==> src/hdl/bba_pkg.sv <==
// Shared types, sizes and a helper function for the bitmap block allocator.
package bba_pkg;

   localparam int NUM_BLOCKS      = 512;
   localparam int BLOCK_BYTES     = 64;
   localparam int RESERVED_BLOCKS = 2;

   localparam int MAP_WORDS  = (NUM_BLOCKS + 7) / 8;
   localparam int WORD_AW    = $clog2(MAP_WORDS);
   localparam int BLOCK_W    = 9;
   localparam int COUNT_W    = 10;
   localparam int BYTES_W    = 16;
   localparam int BYTE_SHIFT = $clog2(BLOCK_BYTES);
   localparam int AVAIL_W    = COUNT_W + BYTE_SHIFT;

   typedef enum logic [1:0] {
      OP_ALLOC    = 2'd0,
      OP_FREE     = 2'd1,
      OP_CHECK    = 2'd2,
      OP_REFORMAT = 2'd3
   } op_type;

   typedef enum logic [1:0] {
      ST_IDLE,
      ST_SCAN,
      ST_DONE
   } state_type;

   // Map word as it stands after reset or reformat.
   function automatic logic [7:0] reset_word(input logic [WORD_AW-1:0] addr);
      logic [7:0] w;
      int         blk;
      w = '0;
      for (int b = 0; b < 8; b++) begin
         blk  = int'(addr) * 8 + b;
         w[b] = (blk >= RESERVED_BLOCKS) && (blk < NUM_BLOCKS);
      end
      return w;
   endfunction

endpackage

==> src/hdl/bitmap_block_allocator_top.sv <==
// Bitmap free-block allocator: one-word-per-cycle scan of a synchronous map memory.
//
//   channel | direction | words carried
//   req_    | in        | operation, block_index, byte_count
//   rsp_    | out       | granted_block, success, free_blocks
//
// One item at a time. Allocate reads the map words in order from word 0 up to the
// word holding the lowest free block, and its result follows that word: the map
// memory port reads one word per cycle. An allocate on an empty map, check and
// reformat go straight to the result; free first reads and updates its map word.
// After reset the map reads as its reset pattern through per-word valid bits; no
// clearing pass is needed, and reformat clears all those bits together.
// A stalled result waits in the output register; the block accepts the next word
// while it waits and holds its own result until the output register is free.
module bitmap_block_allocator_top
   import bba_pkg::*;
(
   input  logic                clock,
   input  logic                reset,
   input  logic                req_valid,
   output logic                req_ready,
   input  logic [1:0]          req_operation,
   input  logic [BLOCK_W-1:0]  req_block_index,
   input  logic [BYTES_W-1:0]  req_byte_count,
   output logic                rsp_valid,
   input  logic                rsp_ready,
   output logic [BLOCK_W-1:0]  rsp_granted_block,
   output logic                rsp_success,
   output logic [COUNT_W-1:0]  rsp_free_blocks
);

   // map memory and per-word valid bits
   logic [7:0]           map_mem [MAP_WORDS];
   logic [MAP_WORDS-1:0] map_vld_ff;
   logic [7:0]           rd_data_ff;
   logic                 rd_vld_ff;
   logic [WORD_AW-1:0]   rd_addr_ff;

   // control and staging registers
   state_type            state_ff, state_in;
   op_type               op_ff, op_in;
   logic [2:0]           bit_ff, bit_in;
   logic [WORD_AW-1:0]   scan_addr_ff, scan_addr_in;
   logic [COUNT_W-1:0]   free_total_ff, free_total_in;
   logic [BLOCK_W-1:0]   res_granted_ff, res_granted_in;
   logic                 res_ok_ff, res_ok_in;
   logic                 rsp_valid_ff, rsp_valid_in;
   logic [BLOCK_W-1:0]   rsp_granted_ff, rsp_granted_in;
   logic                 rsp_ok_ff, rsp_ok_in;
   logic [COUNT_W-1:0]   rsp_count_ff, rsp_count_in;

   // memory access controls
   logic                 rd_en;
   logic [WORD_AW-1:0]   rd_addr;
   logic                 wr_en;
   logic [WORD_AW-1:0]   wr_addr;
   logic [7:0]           wr_data;
   logic                 clear_vld;

   logic [7:0]           cur_word;
   logic [2:0]           low_bit;
   logic                 req_take;
   logic [AVAIL_W:0]     avail_bytes;
   logic                 block_in_range;

   assign req_take = req_valid && req_ready;
   assign cur_word = rd_vld_ff ? rd_data_ff : reset_word(rd_addr_ff);
   assign avail_bytes = {1'b0, free_total_ff, {BYTE_SHIFT{1'b0}}};
   assign block_in_range = ({1'b0, req_block_index} < (BLOCK_W+1)'(NUM_BLOCKS));

   // find lowest set bit of the word under scan
   always_comb begin
      low_bit = '0;
      for (int b = 7; b >= 0; b--) begin
         if (cur_word[b]) begin
            low_bit = 3'(b);
         end
      end
   end

   // memory: registered read, one write port
   always_ff @(posedge clock) begin
      if (rd_en) begin
         rd_data_ff <= map_mem[rd_addr];
         rd_addr_ff <= rd_addr;
      end
      if (wr_en) begin
         map_mem[wr_addr] <= wr_data;
      end
   end

   // valid bits: reset and reformat return every word to its reset pattern
   always_ff @(posedge clock) begin
      if (reset || clear_vld) begin
         map_vld_ff <= '0;
         rd_vld_ff  <= 1'b0;
      end else begin
         if (wr_en) begin
            map_vld_ff[wr_addr] <= 1'b1;
         end
         if (rd_en) begin
            rd_vld_ff <= map_vld_ff[rd_addr];
         end
      end
   end

   // state and control registers
   always_ff @(posedge clock) begin
      if (reset) begin
         state_ff      <= ST_IDLE;
         free_total_ff <= COUNT_W'(NUM_BLOCKS - RESERVED_BLOCKS);
         rsp_valid_ff  <= 1'b0;
      end else begin
         state_ff      <= state_in;
         free_total_ff <= free_total_in;
         rsp_valid_ff  <= rsp_valid_in;
      end
   end

   // payload registers
   always_ff @(posedge clock) begin
      op_ff          <= op_in;
      bit_ff         <= bit_in;
      scan_addr_ff   <= scan_addr_in;
      res_granted_ff <= res_granted_in;
      res_ok_ff      <= res_ok_in;
      rsp_granted_ff <= rsp_granted_in;
      rsp_ok_ff      <= rsp_ok_in;
      rsp_count_ff   <= rsp_count_in;
   end

   // next state, memory commands and results
   always_comb begin
      state_in       = state_ff;
      op_in          = op_ff;
      bit_in         = bit_ff;
      scan_addr_in   = scan_addr_ff;
      free_total_in  = free_total_ff;
      res_granted_in = res_granted_ff;
      res_ok_in      = res_ok_ff;
      rsp_valid_in   = rsp_valid_ff;
      rsp_granted_in = rsp_granted_ff;
      rsp_ok_in      = rsp_ok_ff;
      rsp_count_in   = rsp_count_ff;
      rd_en          = 1'b0;
      rd_addr        = scan_addr_ff;
      wr_en          = 1'b0;
      wr_addr        = rd_addr_ff;
      wr_data        = cur_word;
      clear_vld      = 1'b0;
      req_ready      = (state_ff == ST_IDLE);

      // drop the output word once taken
      if (rsp_valid_ff && rsp_ready) begin
         rsp_valid_in = 1'b0;
      end

      case (state_ff)
         ST_IDLE: begin
            if (req_take) begin
               op_in          = op_type'(req_operation);
               bit_in         = req_block_index[2:0];
               res_granted_in = '0;
               res_ok_in      = 1'b1;
               case (op_type'(req_operation))
                  OP_ALLOC: begin
                     if (free_total_ff == '0) begin
                        res_ok_in = 1'b0;
                        state_in  = ST_DONE;
                     end else begin
                        scan_addr_in = '0;
                        rd_en        = 1'b1;
                        rd_addr      = '0;
                        state_in     = ST_SCAN;
                     end
                  end
                  OP_FREE: begin
                     if (block_in_range) begin
                        rd_en    = 1'b1;
                        rd_addr  = req_block_index[BLOCK_W-1:3];
                        state_in = ST_SCAN;
                     end else begin
                        state_in = ST_DONE;
                     end
                  end
                  OP_CHECK: begin
                     res_ok_in = (avail_bytes >= {1'b0, req_byte_count});
                     state_in  = ST_DONE;
                  end
                  OP_REFORMAT: begin
                     clear_vld     = 1'b1;
                     free_total_in = COUNT_W'(NUM_BLOCKS - RESERVED_BLOCKS);
                     state_in      = ST_DONE;
                  end
                  default: begin
                     state_in = ST_DONE;
                  end
               endcase
            end
         end

         ST_SCAN: begin
            if (op_ff == OP_ALLOC) begin
               if (cur_word != '0) begin
                  // claim the lowest free block of this word
                  wr_en          = 1'b1;
                  wr_data        = cur_word & ~(8'd1 << low_bit);
                  free_total_in  = free_total_ff - 1'b1;
                  res_granted_in = {rd_addr_ff, low_bit};
                  res_ok_in      = 1'b1;
                  state_in       = ST_DONE;
               end else if (scan_addr_ff == WORD_AW'(MAP_WORDS - 1)) begin
                  res_ok_in = 1'b0;
                  state_in  = ST_DONE;
               end else begin
                  // advance to the next map word
                  scan_addr_in = scan_addr_ff + 1'b1;
                  rd_en        = 1'b1;
                  rd_addr      = scan_addr_ff + 1'b1;
               end
            end else begin
               // free: set the bit if it was clear
               if (!cur_word[bit_ff]) begin
                  wr_en         = 1'b1;
                  wr_data       = cur_word | (8'd1 << bit_ff);
                  free_total_in = free_total_ff + 1'b1;
               end
               state_in = ST_DONE;
            end
         end

         ST_DONE: begin
            // hold the result until the output register is free
            if (!rsp_valid_ff || rsp_ready) begin
               rsp_valid_in   = 1'b1;
               rsp_granted_in = res_granted_ff;
               rsp_ok_in      = res_ok_ff;
               rsp_count_in   = free_total_ff;
               state_in       = ST_IDLE;
            end
         end

         default: begin
            state_in = ST_IDLE;
         end
      endcase
   end

   assign rsp_valid         = rsp_valid_ff;
   assign rsp_granted_block = rsp_granted_ff;
   assign rsp_success       = rsp_ok_ff;
   assign rsp_free_blocks   = rsp_count_ff;

   // count never exceeds the number of blocks
   assert property (@(posedge clock) disable iff (reset)
      free_total_ff <= COUNT_W'(NUM_BLOCKS))
      else $error("free count above block total");

   // a failed result grants block zero
   assert property (@(posedge clock) disable iff (reset)
      (rsp_valid_ff && !rsp_ok_ff) |-> (rsp_granted_ff == '0))
      else $error("failed result carries a block number");

   // an accepted word always leaves idle
   assert property (@(posedge clock) disable iff (reset)
      req_take |=> (state_ff != ST_IDLE))
      else $error("accepted word not processed");

   // a scan for allocation only runs while blocks are free
   assert property (@(posedge clock) disable iff (reset)
      (state_ff == ST_SCAN && op_ff == OP_ALLOC) |-> (free_total_ff != '0))
      else $error("allocation scan with empty map");

endmodule
==> config.mk <==
export PLATFORM = sky130hd
export DESIGN_NAME = bitmap_block_allocator_top
export DESIGN_NICKNAME = d
export VERILOG_FILES = /design/src/hdl/bba_pkg.sv /design/src/hdl/bitmap_block_allocator_top.sv
export SDC_FILE = /design/constraint.sdc
export NUM_CORES = 1
export LEC_CHECK = 0
export ABC_AREA = 0
export BUFFER_PORTS_ARGS = -buffer_cell sky130_fd_sc_hd__buf_2
export CAP_MARGIN = 40
export CORE_MARGIN = 5
export CORE_UTILIZATION = 55
export CTS_BUF_LIST = sky130_fd_sc_hd__clkbuf_8
export CTS_CLUSTER_DIAMETER = 50
export CTS_CLUSTER_SIZE = 10
export DETAILED_ROUTE_END_ITERATION = 10
export PLACE_DENSITY = 0.77
export SETUP_SLACK_MARGIN = 0.4
export SLEW_MARGIN = 5
export SYNTH_ARGS = -nofsm -noshare
export SYNTH_HDL_FRONTEND = slang
export SYNTH_SLANG_ARGS = --single-unit
==> constraint.sdc <==
create_clock -name clock -period 6.62 [get_ports clock]
set_input_delay 0.662 -clock clock [delete_from_list [all_inputs] [get_ports clock]]
set_output_delay 0.662 -clock clock [all_outputs]
set_load 0.005 [all_outputs]
=== After elaboration in Yosys (flattened, before gate mapping) ===
Memories as Yosys holds them, arrays and structs flattened. A register that Yosys moved wholly into a read port is not among the register bits.
Index checks and enable logic that the tools add are counted.

* Eq/ne operators: 16
* Add/subtract/negate cells: 10
* Bitwise operators: 4
* Reductions and logical operators: 28
* Order comparisons: 21
* Shift-type cells: 2
* Mux-type cells: 72

{| class="wikitable"
|+ Operators with widths
! operator !! count
|-
| 10-bit by 2-bit greater-or-equal comparator with 1-bit output, second input constant || 7
|-
| 10-bit less-than comparator, second input constant || 7
|-
| 64-bit bitwise OR || 1
|-
| 10-bit two-way mux || 5
|-
| 6-bit two-way mux || 7
|-
| 9-bit by 3-bit adder with 10-bit output, second input constant || 4
|-
| 8-bit two-way mux || 5
|-
| 6-bit case mux with 2 select lines || 3
|-
| 9-bit two-way mux || 3
|-
| 1-bit two-way mux || 24
|-
| 3-bit two-way mux || 8
|-
| 9-bit by 2-bit adder with 10-bit output, second input constant || 2
|-
| 10-bit case mux with 2 select lines || 1
|-
| 9-bit case mux with 2 select lines || 1
|-
| 16-bit greater-or-equal comparator || 1
|-
| 1-bit by 3-bit << shifter with 8-bit output, first input constant || 2
|-
| 6-bit by 7-bit less-than comparator with 1-bit output, second input constant || 2
|-
| 2-bit two-way mux || 6
|-
| 2-bit case mux with 3 select lines || 2
|-
| 1-bit logical AND || 11
|-
| 10-bit by 1-bit adder with 10-bit output, second input constant || 1
|-
| 9-bit by 1-bit adder with 10-bit output, second input constant || 1
|-
| 10-bit logical NOT || 1
|-
| 9-bit by 10-bit less-than comparator with 1-bit output, second input constant || 1
|-
| other kinds (29) || 47
|}

* Bits in writable memories: 512
* Input port bits: 31
* Word-level logic and storage cells: 168
* Memories kept: 1
* Output and inout port bits: 22
* Bits in registers: 125

{| class="wikitable"
|+ Memory list
! memory !! depth !! width !! read ports !! clocked after memory_dff !! write ports !! line !! text
|-
| map_mem || 64 || 8 || 1 || 1 || 1 || bitmap_block_allocator_top.sv:33 || <nowiki>logic [7:0] map_mem [MAP_WORDS];</nowiki>
|}

=== Depth between registers and ports, before layout ===
Gate-level depths: netlist of the first run.

* Depth in word-level cells: 18
* Gate-level depth with buffers: 16
* Gate-level depth less buffers: 13

=== Least setup slack after synthesis of the first run ===
Ideal clock, no wire load.

* Kind: reg2reg
* Start: register rd_addr_ff[2]
* End: memory map_mem[0][1] (data pin)
* Setup time: 0.906 ns
* Setup slack: 0.396 ns
* Cell stages (with the launch flop): 9
* Clock period less this slack: 6.224 ns
* Data arrival time: 5.318 ns
* Path buffers: 2
* Required time: 5.714 ns
* Cell sequence: edfxtp_1 > buf_6 > or3_1 > buf_2 > or2_2 > a21oi_1 > a311o_1 > nand2_1 > o41ai_1

* Longest elaborated chain between the ends: 18
* Elaborated cells on any way between the ends: 51
* Those cells by class: 7 x add/sub; 16 x order compare; 1 x shift; 15 x mux; 3 x bitwise; 9 x reduce/logical

{| class="wikitable"
|+ Ends and longest elaborated chain
! what !! line !! text
|-
| start, declared || bitmap_block_allocator_top.sv:37 || <nowiki>logic [WORD_AW-1:0] rd_addr_ff;</nowiki>
|-
| start signal, assigned || bitmap_block_allocator_top.sv:85 || <nowiki>rd_addr_ff <= rd_addr;</nowiki>
|-
| 9-bit by 3-bit adder with 10-bit output || bba_pkg.sv:35 || <nowiki>blk = int'(addr) * 8 + b;</nowiki>
|-
| 10-bit by 2-bit greater-or-equal comparator with 1-bit output / 10-bit less-than comparator (equally long branches) || bba_pkg.sv:36 || <nowiki>w[b] = (blk >= RESERVED_BLOCKS) && (blk < NUM_BLOCKS);</nowiki>
|-
| 1-bit logical AND || bba_pkg.sv:36 ||
|-
| 8-bit two-way mux * || bitmap_block_allocator_top.sv:67 || <nowiki>assign cur_word = rd_vld_ff ? rd_data_ff : reset_word(rd_addr_ff);</nowiki>
|-
| 3-bit two-way mux (8 in series) || bitmap_block_allocator_top.sv:75 || <nowiki>if (cur_word[b]) begin</nowiki>
|-
| 1-bit by 3-bit << shifter with 8-bit output || bitmap_block_allocator_top.sv:207 || <nowiki>wr_data = cur_word & ~(8'd1 << low_bit);</nowiki>
|-
| 8-bit NOT || bitmap_block_allocator_top.sv:207 ||
|-
| 8-bit bitwise AND || bitmap_block_allocator_top.sv:207 ||
|-
| 8-bit two-way mux || bitmap_block_allocator_top.sv:204 || <nowiki>if (cur_word != '0) begin</nowiki>
|-
| 8-bit two-way mux || bitmap_block_allocator_top.sv:203 || <nowiki>if (op_ff == OP_ALLOC) begin</nowiki>
|-
| 8-bit two-way mux * || bitmap_block_allocator_top.sv:158 || <nowiki>case (state_ff)</nowiki>
|-
| named net wr_data[1] || bitmap_block_allocator_top.sv:57 || <nowiki>logic [7:0] wr_data;</nowiki>
|-
| end, declared || bitmap_block_allocator_top.sv:33 ||
|}

Mark *: on every way through the listed nets, which the timed path passes. The rest lies on a longest branch. The select of a mux whose other input is x is not followed.

=== Worst setup path after layout of the first run ===
* Start: register rd_vld_ff
* End: register rd_data_ff[0], read port of map_mem (data pin)

* Longest elaborated chain between the ends: 5
* Elaborated cells on any way between the ends: 8
* Those cells by class: 7 x mux; 1 x reduce/logical

{| class="wikitable"
|+ Ends and longest elaborated chain
! what !! line !! text
|-
| start, declared || bitmap_block_allocator_top.sv:36 || <nowiki>logic rd_vld_ff;</nowiki>
|-
| start signal, assigned || bitmap_block_allocator_top.sv:102 || <nowiki>rd_vld_ff <= map_vld_ff[rd_addr];</nowiki>
|-
| 8-bit two-way mux * || bitmap_block_allocator_top.sv:67 ||
|-
| 8-bit nonzero test * || bitmap_block_allocator_top.sv:204 ||
|-
| 6-bit two-way mux / 1-bit two-way mux (equally long branches) || -- ||
|-
| 6-bit two-way mux / 1-bit two-way mux (equally long branches) || bitmap_block_allocator_top.sv:203 ||
|-
| 6-bit case mux with 2 select lines / 1-bit case mux with 2 select lines (equally long branches) || bitmap_block_allocator_top.sv:158 ||
|-
| end, declared || bitmap_block_allocator_top.sv:35 || <nowiki>logic [7:0] rd_data_ff;</nowiki>
|}

Mark *: on every way between the ends. The rest lies on a longest branch, timed or not.
A chain may end at the register's enable or synchronous reset.

==> results of run 1 <==
-- worst min path at each step --
stage                                  start                   end  slack (ns)  cells after the start
after CTS                 req_block_index[0]             bit_ff[0]        0.11                      1
after global routing      req_block_index[0]             bit_ff[0]        0.13                      1
final                     req_block_index[0]             bit_ff[0]        0.17                      1
after floorplan            res_granted_ff[0]  rsp_granted_block[0]        0.40                      0
after global placement     res_granted_ff[7]  rsp_granted_block[7]        0.40                      0
after detailed placement   res_granted_ff[2]  rsp_granted_block[2]        0.41                      0
-- sequential cells by signal (all words and copies together), names as in the netlist --
signal	flops
rd_vld_ff	1
map_mem	512
res_granted_ff	9
rd_data_ff	8
free_total_ff	10
rsp_success	1
rsp_free_blocks	10
op_ff	2
rsp_granted_block	9
scan_addr_ff	6
map_vld_ff	64
bit_ff	3
res_ok_ff	1
rd_addr_ff	6
state_ff	2
rsp_valid	1
-- cell usage in the layout (no fill, tap or decap), types with 9 or more instances in the layout --
cell,Yosys,layout
edfxtp_1,567,567
a2111oi_0,10,10
nand2_1,262,262
and2_1,9,9
a21oi_1,108,106
buf_4,13,46
nand2b_1,19,19
dfxtp_1,78,78
inv_1,28,79
buf_2,45,54
o21a_1,72,72
nor3_1,29,29
mux2i_1,287,287
ha_1,19,19
o21ai_0,50,49
o211ai_1,21,21
a31oi_1,15,13
nand3_1,26,26
nor2_1,98,98
clkbuf_8,0,80
-- critical path: stages, from the launching register on --
cell,delay (ns)
dfxtp_1,0.66
nor3b_1,0.55
nand4_1,0.31
o211ai_1,0.28
o21ai_1,0.16
nor2_4,0.66
clkinv_2,0.79
buf_4,0.45
nand2_1,0.08
a21oi_1,0.06
a2111oi_0,0.49
o21ai_0,0.31
and4b_1,0.26
-- area by class of cell --
class	instances	area [µm²]	share of cell area [%]
Inverter	33	125.1	0.4211
Tap cell	664	830.8	2.796
Clock inverter	63	315.3	1.061
Antenna cell	1	2.502	0.008423
Clock buffer	80	1101	3.706
Multi-Input combinational cell	1167	7885	26.54
Timing Repair Buffer	113	862.1	2.902
Sequential cell	645	18590	62.56
-- power by group through the flow --
stage | registers [mW] | clock network (mW) | logic, mW
after global routing | 4.47 | 2.84 | 0.789
after global placement | 4.56 | 0 | 0.707
after CTS | 4.47 | 2.66 | 0.735
after detailed placement | 4.56 | 0 | 0.732
after floorplan | 4.55 | 0 | 0.494
final | 4.47 | 2.60 | 0.744
-- kinds of logic after synthesis --
group	synth area share, %
muxes	10.93
DFF	68.81
xor gates and xnor gates	0.1945
and+or+nand+nor	8.258
adders and majority gates	0.9542
buffers and inverters	2.418
AOI/OAI and AO/OA	8.439
-- per-stage QoR --
stage | cell area [µm²] | setup WS, ns
3_3_place_gp | 27910 | 1.140
4_1_cts | 29690 | 1.299
2_1_floorplan | 27020 | 0.7012
5_1_grt | 29710 | 0.8150
3_5_place_dp | 28280 | 1.332
6_report | 29710 | 1.269
-- metal layers --
metal	up-vias	GRT usage [%]
met5	-	0
met4	0	9.158
met1	8289	35.58
met2	959	38.32
met3	154	4.312
li1	7516	-
-- synth_stat cells (5+ instances only) --
master | instances | area share, %
nor4_1 | 8 | 0.19
edfxtp_1 | 567 | 63
nand2_1 | 262 | 3.6
a21boi_0 | 6 | 0.17
o221ai_1 | 8 | 0.26
ha_1 | 19 | 0.88
o21ai_0 | 50 | 0.93
mux2i_1 | 287 | 11
mux2_2 | 5 | 0.21
nand3_1 | 26 | 0.48
a21o_1 | 6 | 0.17
nor2b_1 | 5 | 0.12
a2111oi_0 | 10 | 0.32
o22ai_1 | 8 | 0.19
inv_1 | 28 | 0.39
buf_1 | 7 | 0.097
nor3_1 | 29 | 0.54
and3_1 | 6 | 0.14
nand3b_1 | 5 | 0.14
nand2b_1 | 19 | 0.44
nor2_1 | 98 | 1.4
and2_1 | 9 | 0.21
o21a_1 | 72 | 2.0
dfxtp_1 | 78 | 5.8
buf_4 | 13 | 0.36
a31oi_1 | 15 | 0.35
buf_2 | 45 | 0.83
nand4_1 | 5 | 0.12
a21oi_1 | 108 | 2.0
clkbuf_1 | 36 | 0.50
xnor2_1 | 5 | 0.16
and4b_1 | 7 | 0.26
a211oi_1 | 7 | 0.19
o211ai_1 | 21 | 0.58
==> flow_summary.yaml, run 1 <==
logic_synthesis:
  yosys_warnings: 0
  synth_area_um2: 27010
  synthFlopType: "edfxtp_1"
  synth_seq_cells: 645
  avgSynthCellArea_um2: 13.85
  seq_area_frac_synth_pct: 68.81
  synth_cells: 1950
  yosysUniqueCellTypes: 75
  syn_nets: 2001
  synth-edff-count: 567
  synthArstFlopShare_pct: 0
sta:
  fin_tns_setup_ns: 0
  fin_crit_sh_pct: 80.83
  tightest_slew_ns: 0.9441
  relSlewSlack_pct: 36.97
  whs_ns: 0.1670
  fin_crit_ns: 5.351
  finalMaxSlewViolations: 0
  finClkSkew_ns: 0.05030
  finalSetupViolations: 0
  hold_viol: 0
  rsz0062_at_grt: "false"
  max_freq_mhz: 186.9
grt:
  grt_max_degree: 121
  antenna_found_initial: 0
  track_usage_pct: 24.71
  grt_first_pass_wirelength_um: 100900
  overflow: 0
  grt_pass1_vias: 16507
critical_path:
  required_ns: 7.06
  cp-start-kind: "register"
  worstRegToRegCells: 12
  path_max_fanout: 40
  endpoint: "rd_data_ff[0]"
  reg2reg_to: "rd_data_ff[0]"
  crit_path_start: "rd_vld_ff"
  endpoint_kind: "register"
  worstPathArrival_ns: 5.79
  worst_r2r_startpoint: "rd_vld_ff"
  reg2reg_slack_ns: 1.27
  critical_path_class: "reg -> reg"
cts:
  cts_tree: "built"
  root_buffer: "clkbuf_8"
  clk_path_buf_depth: 3
  clock_sinks: 645
  cts_made_buffers: 77
  clkLatencyLatePin_ns: 0.69
  postCtsResizedCells: 0
  cts_max_level: 3
  cts_setup_buffers: 0
  clkTransAtPathRegs_ns: 0.08
  hold_buffers: 0
route:
  met1Wirelength_um: 26780
  routed.top_layer: "met4"
  drt_first_pass_iters: 5
  route.met2.wl_um: 30490
  drc: 0
  vias: 16918
  routed_wl_um: 66090
  wl_met3_um: 6421
  antenna_left: 0
  wl_per_cell_um: 23.89
  via_per_inst: 6.116
  drtIter0Drc: 2224
power:
  p_int_mw: 5.873
  combPwrFrac_pct: 9.5
  vdd_drop_max_mv: 0.1474
  swShare_pct: 24.90
  power.leakage_nw: 10.87
  pwr_density_cell_nw_per_um2: 263.2
  power.share.sequential_pct: 57.2
  p_switching_mw: 1.947
  power_mw: 7.819
  pwr-share-clk_pct: 33.3
floorplanning:
  core_um2: 48750
  dieArea_um2: 53650
  pin_count: 53
  fp.dieW_um: 231.6
  start_util_pct: 55.41
  placementRows: 81
  chipHeight_um: 231.6
cells_and_area:
  final_util_pct: 60.95
  fill_cells: 3661
  drive_gt1_share_pct: 11.42
  layoutNonFillerInstCount: 2766
  area_growth_pct: 9.981
  fin_nets: 2088
placement:
  placed_cells: 2620
  place.port_buffers: 52
  dpl.hpwl_um: 41130
  place_congestion: 0.9084
worst_hold_path:
  min_path_type: "in -> reg"
outcome:
  outcome: "finished, final reports clean"
run:
  drv_cap: 0
No activity file was read; power rests on OpenSTA's default activity.
==> inputs of run 2 (changes only) <==
==> constraint.sdc (replaced) <==
create_clock -name clock -period 4.9 [get_ports clock]
set_input_delay 0.49 -clock clock [delete_from_list [all_inputs] [get_ports clock]]
set_output_delay 0.49 -clock clock [all_outputs]
set_load 0.005 [all_outputs]
==> flow_summary.yaml, run 2 (synthesis results as in run 1) <==
cts:
  clk_path_buf_depth: 3
  root_buffer: "clkbuf_8"
  cts_made_buffers: 76
  clkTransAtPathRegs_ns: 0.07
  cts_setup_buffers: 0
  clock_sinks: 645
  cts_tree: "built"
  cts_max_level: 3
  clkLatencyLatePin_ns: 0.67
floorplanning:
  chipHeight_um: 231.6
  pin_count: 53
  core_um2: 48750
  start_util_pct: 55.41
  dieArea_um2: 53650
  fp.dieW_um: 231.6
  placementRows: 81
placement:
  place.port_buffers: 52
  place_congestion: 0.9329
  dp_slack_ns: 0.5168
  dpl.hpwl_um: 39550
sta:
  fin_tns_setup_ns: 0
  relSlewSlack_pct: 38.38
  hold_viol: 0
  fin_crit_ns: 4.364
  tightest_slew_ns: 0.9209
  fin_crit_sh_pct: 89.06
  fin_ws_ns: 0.5362
  finClkSkew_ns: 0.02336
  rsz0062_at_grt: "true"
  whs_ns: 0.1106
  max_freq_mhz: 229.2
  finalMaxSlewViolations: 0
  finalSetupViolations: 0
critical_path:
  cp-start-kind: "register"
  cp.depth: 12
  max_stage_delay_ns: 0.59
  timing.critical_path.mode_cell: "mux2i_1"
  required_ns: 5.33
  worstPathCellList: "or4_1, o22a_1, o211ai_1, o21ai_1, nor2_4, clkbuf_16, buf_16, mux2i_1, mux2i_1, mux2i_1, o211ai_1, and4_1"
  critPathSlowestCell: "or4_1"
  critPathBufInv: 2
  crit_family: "simple AND/OR/NAND/NOR gates"
  path_max_fanout: 62
  worstRegToRegCells: 12
  worstPathArrival_ns: 4.79
  endpoint_kind: "register"
  critical_path_class: "reg -> reg"
cells_and_area:
  regArea_um2: 18590
  final_common_cell: "edfxtp_1"
  multi_input_comb_area_um2: 7913
  regMostFlops: "map_mem"
  final_cell_mix: "edfxtp_1, mux2i_1, nand2_1"
  diodes: 0
  largest_reg_flops: 512
  top_regs: "map_mem: 512 flops, map_vld_ff: 64 flops"
  final_util_pct: 60.89
  area_growth_pct: 9.875
  fin_nets: 2093
  fill_cells: 3587
  drive_gt1_share_pct: 11.45
route:
  wl_per_cell_um: 23.25
  drtIter0Drc: 1755
  via_per_inst: 6.068
  drc: 0
  routed_wl_um: 64390
  drt_first_pass_iters: 6
  antenna_left: 0
  vias: 16803
worst_hold_path:
  min_delay_path_depth: 1
  min_path_type: "in -> reg"
grt:
  antenna_found_initial: 4
  grt_first_pass_wirelength_um: 97630
  overflow: 0
  grt_max_degree: 106
  track_usage_pct: 23.88
  grt_pass1_vias: 16547
power:
  pwr_density_cell_nw_per_um2: 352.0
  power_mw: 10.45
  vdd_drop_max_mv: 0.2022
  power.leakage_nw: 10.86
run:
  drv_cap: 0
outcome:
  outcome: "finished, final reports clean"
==> run 2: layout make-up <==
cell class	count	area share (%)
tap	664	2.799
multi-input combinational	1167	26.66
clock inverter	62	0.8937
clock buffer	79	3.663
inverter	33	0.4258
timing repair buffer	119	2.934
sequential	645	62.63
==> run 2: metrics by stage <==
step	instances	instance area [µm²]
floorplan	1950	27030
detailed placement	2621	28230
global route	2769	29680
global placement	2602	28080
CTS	2765	29610
finish	2769	29680
==> run 2: repair_timing <==
action                                  in CTS  in global routing
endpoints found under the setup margin       0                  9
hold buffers                                 3                  0
endpoints found under the hold margin        3                  0
gates resized for setup                      0                  7
==> run 2: power by group <==
part	switching, mW	total [mW]	leakage [nW]	internal, mW
combinational	0.667	1.01	4.09	0.341
sequential	0.0379	6.04	5.89	6.00
clock	1.89	3.40	0.872	1.51
==> run 2: worst paths after layout <==
kind	to	slack [ns]	start
hold / removal	op_ff[1]	0.11	req_operation[1]
setup reg to reg	rd_data_ff[7]	0.54	rd_vld_ff
hold reg to reg	rsp_granted_block[6]	0.42	res_granted_ff[6]
setup / recovery	rd_data_ff[7]	0.54	rd_vld_ff
==> run 2: worst reg2reg max path, stage by stage, from the launching register on <==
cell       delay (ns)
dfxtp_1          0.47
or4_1            0.60
o22a_1           0.38
o211ai_1         0.28
o21ai_1          0.16
nor2_4           0.30
clkbuf_16        0.34
buf_16           0.33
mux2i_1          0.38
mux2i_1          0.13
mux2i_1          0.37
o211ai_1         0.16
and4_1           0.22
==> run 2: routing by layer <==
layer	GRT usage [%]	vias up	routed length (µm)
met5	0	-	41
met4	10.75	6	2782
met3	6.235	183	6453
met2	36.66	879	29560
met1	32.44	8218	25550
li1	-	7517	-
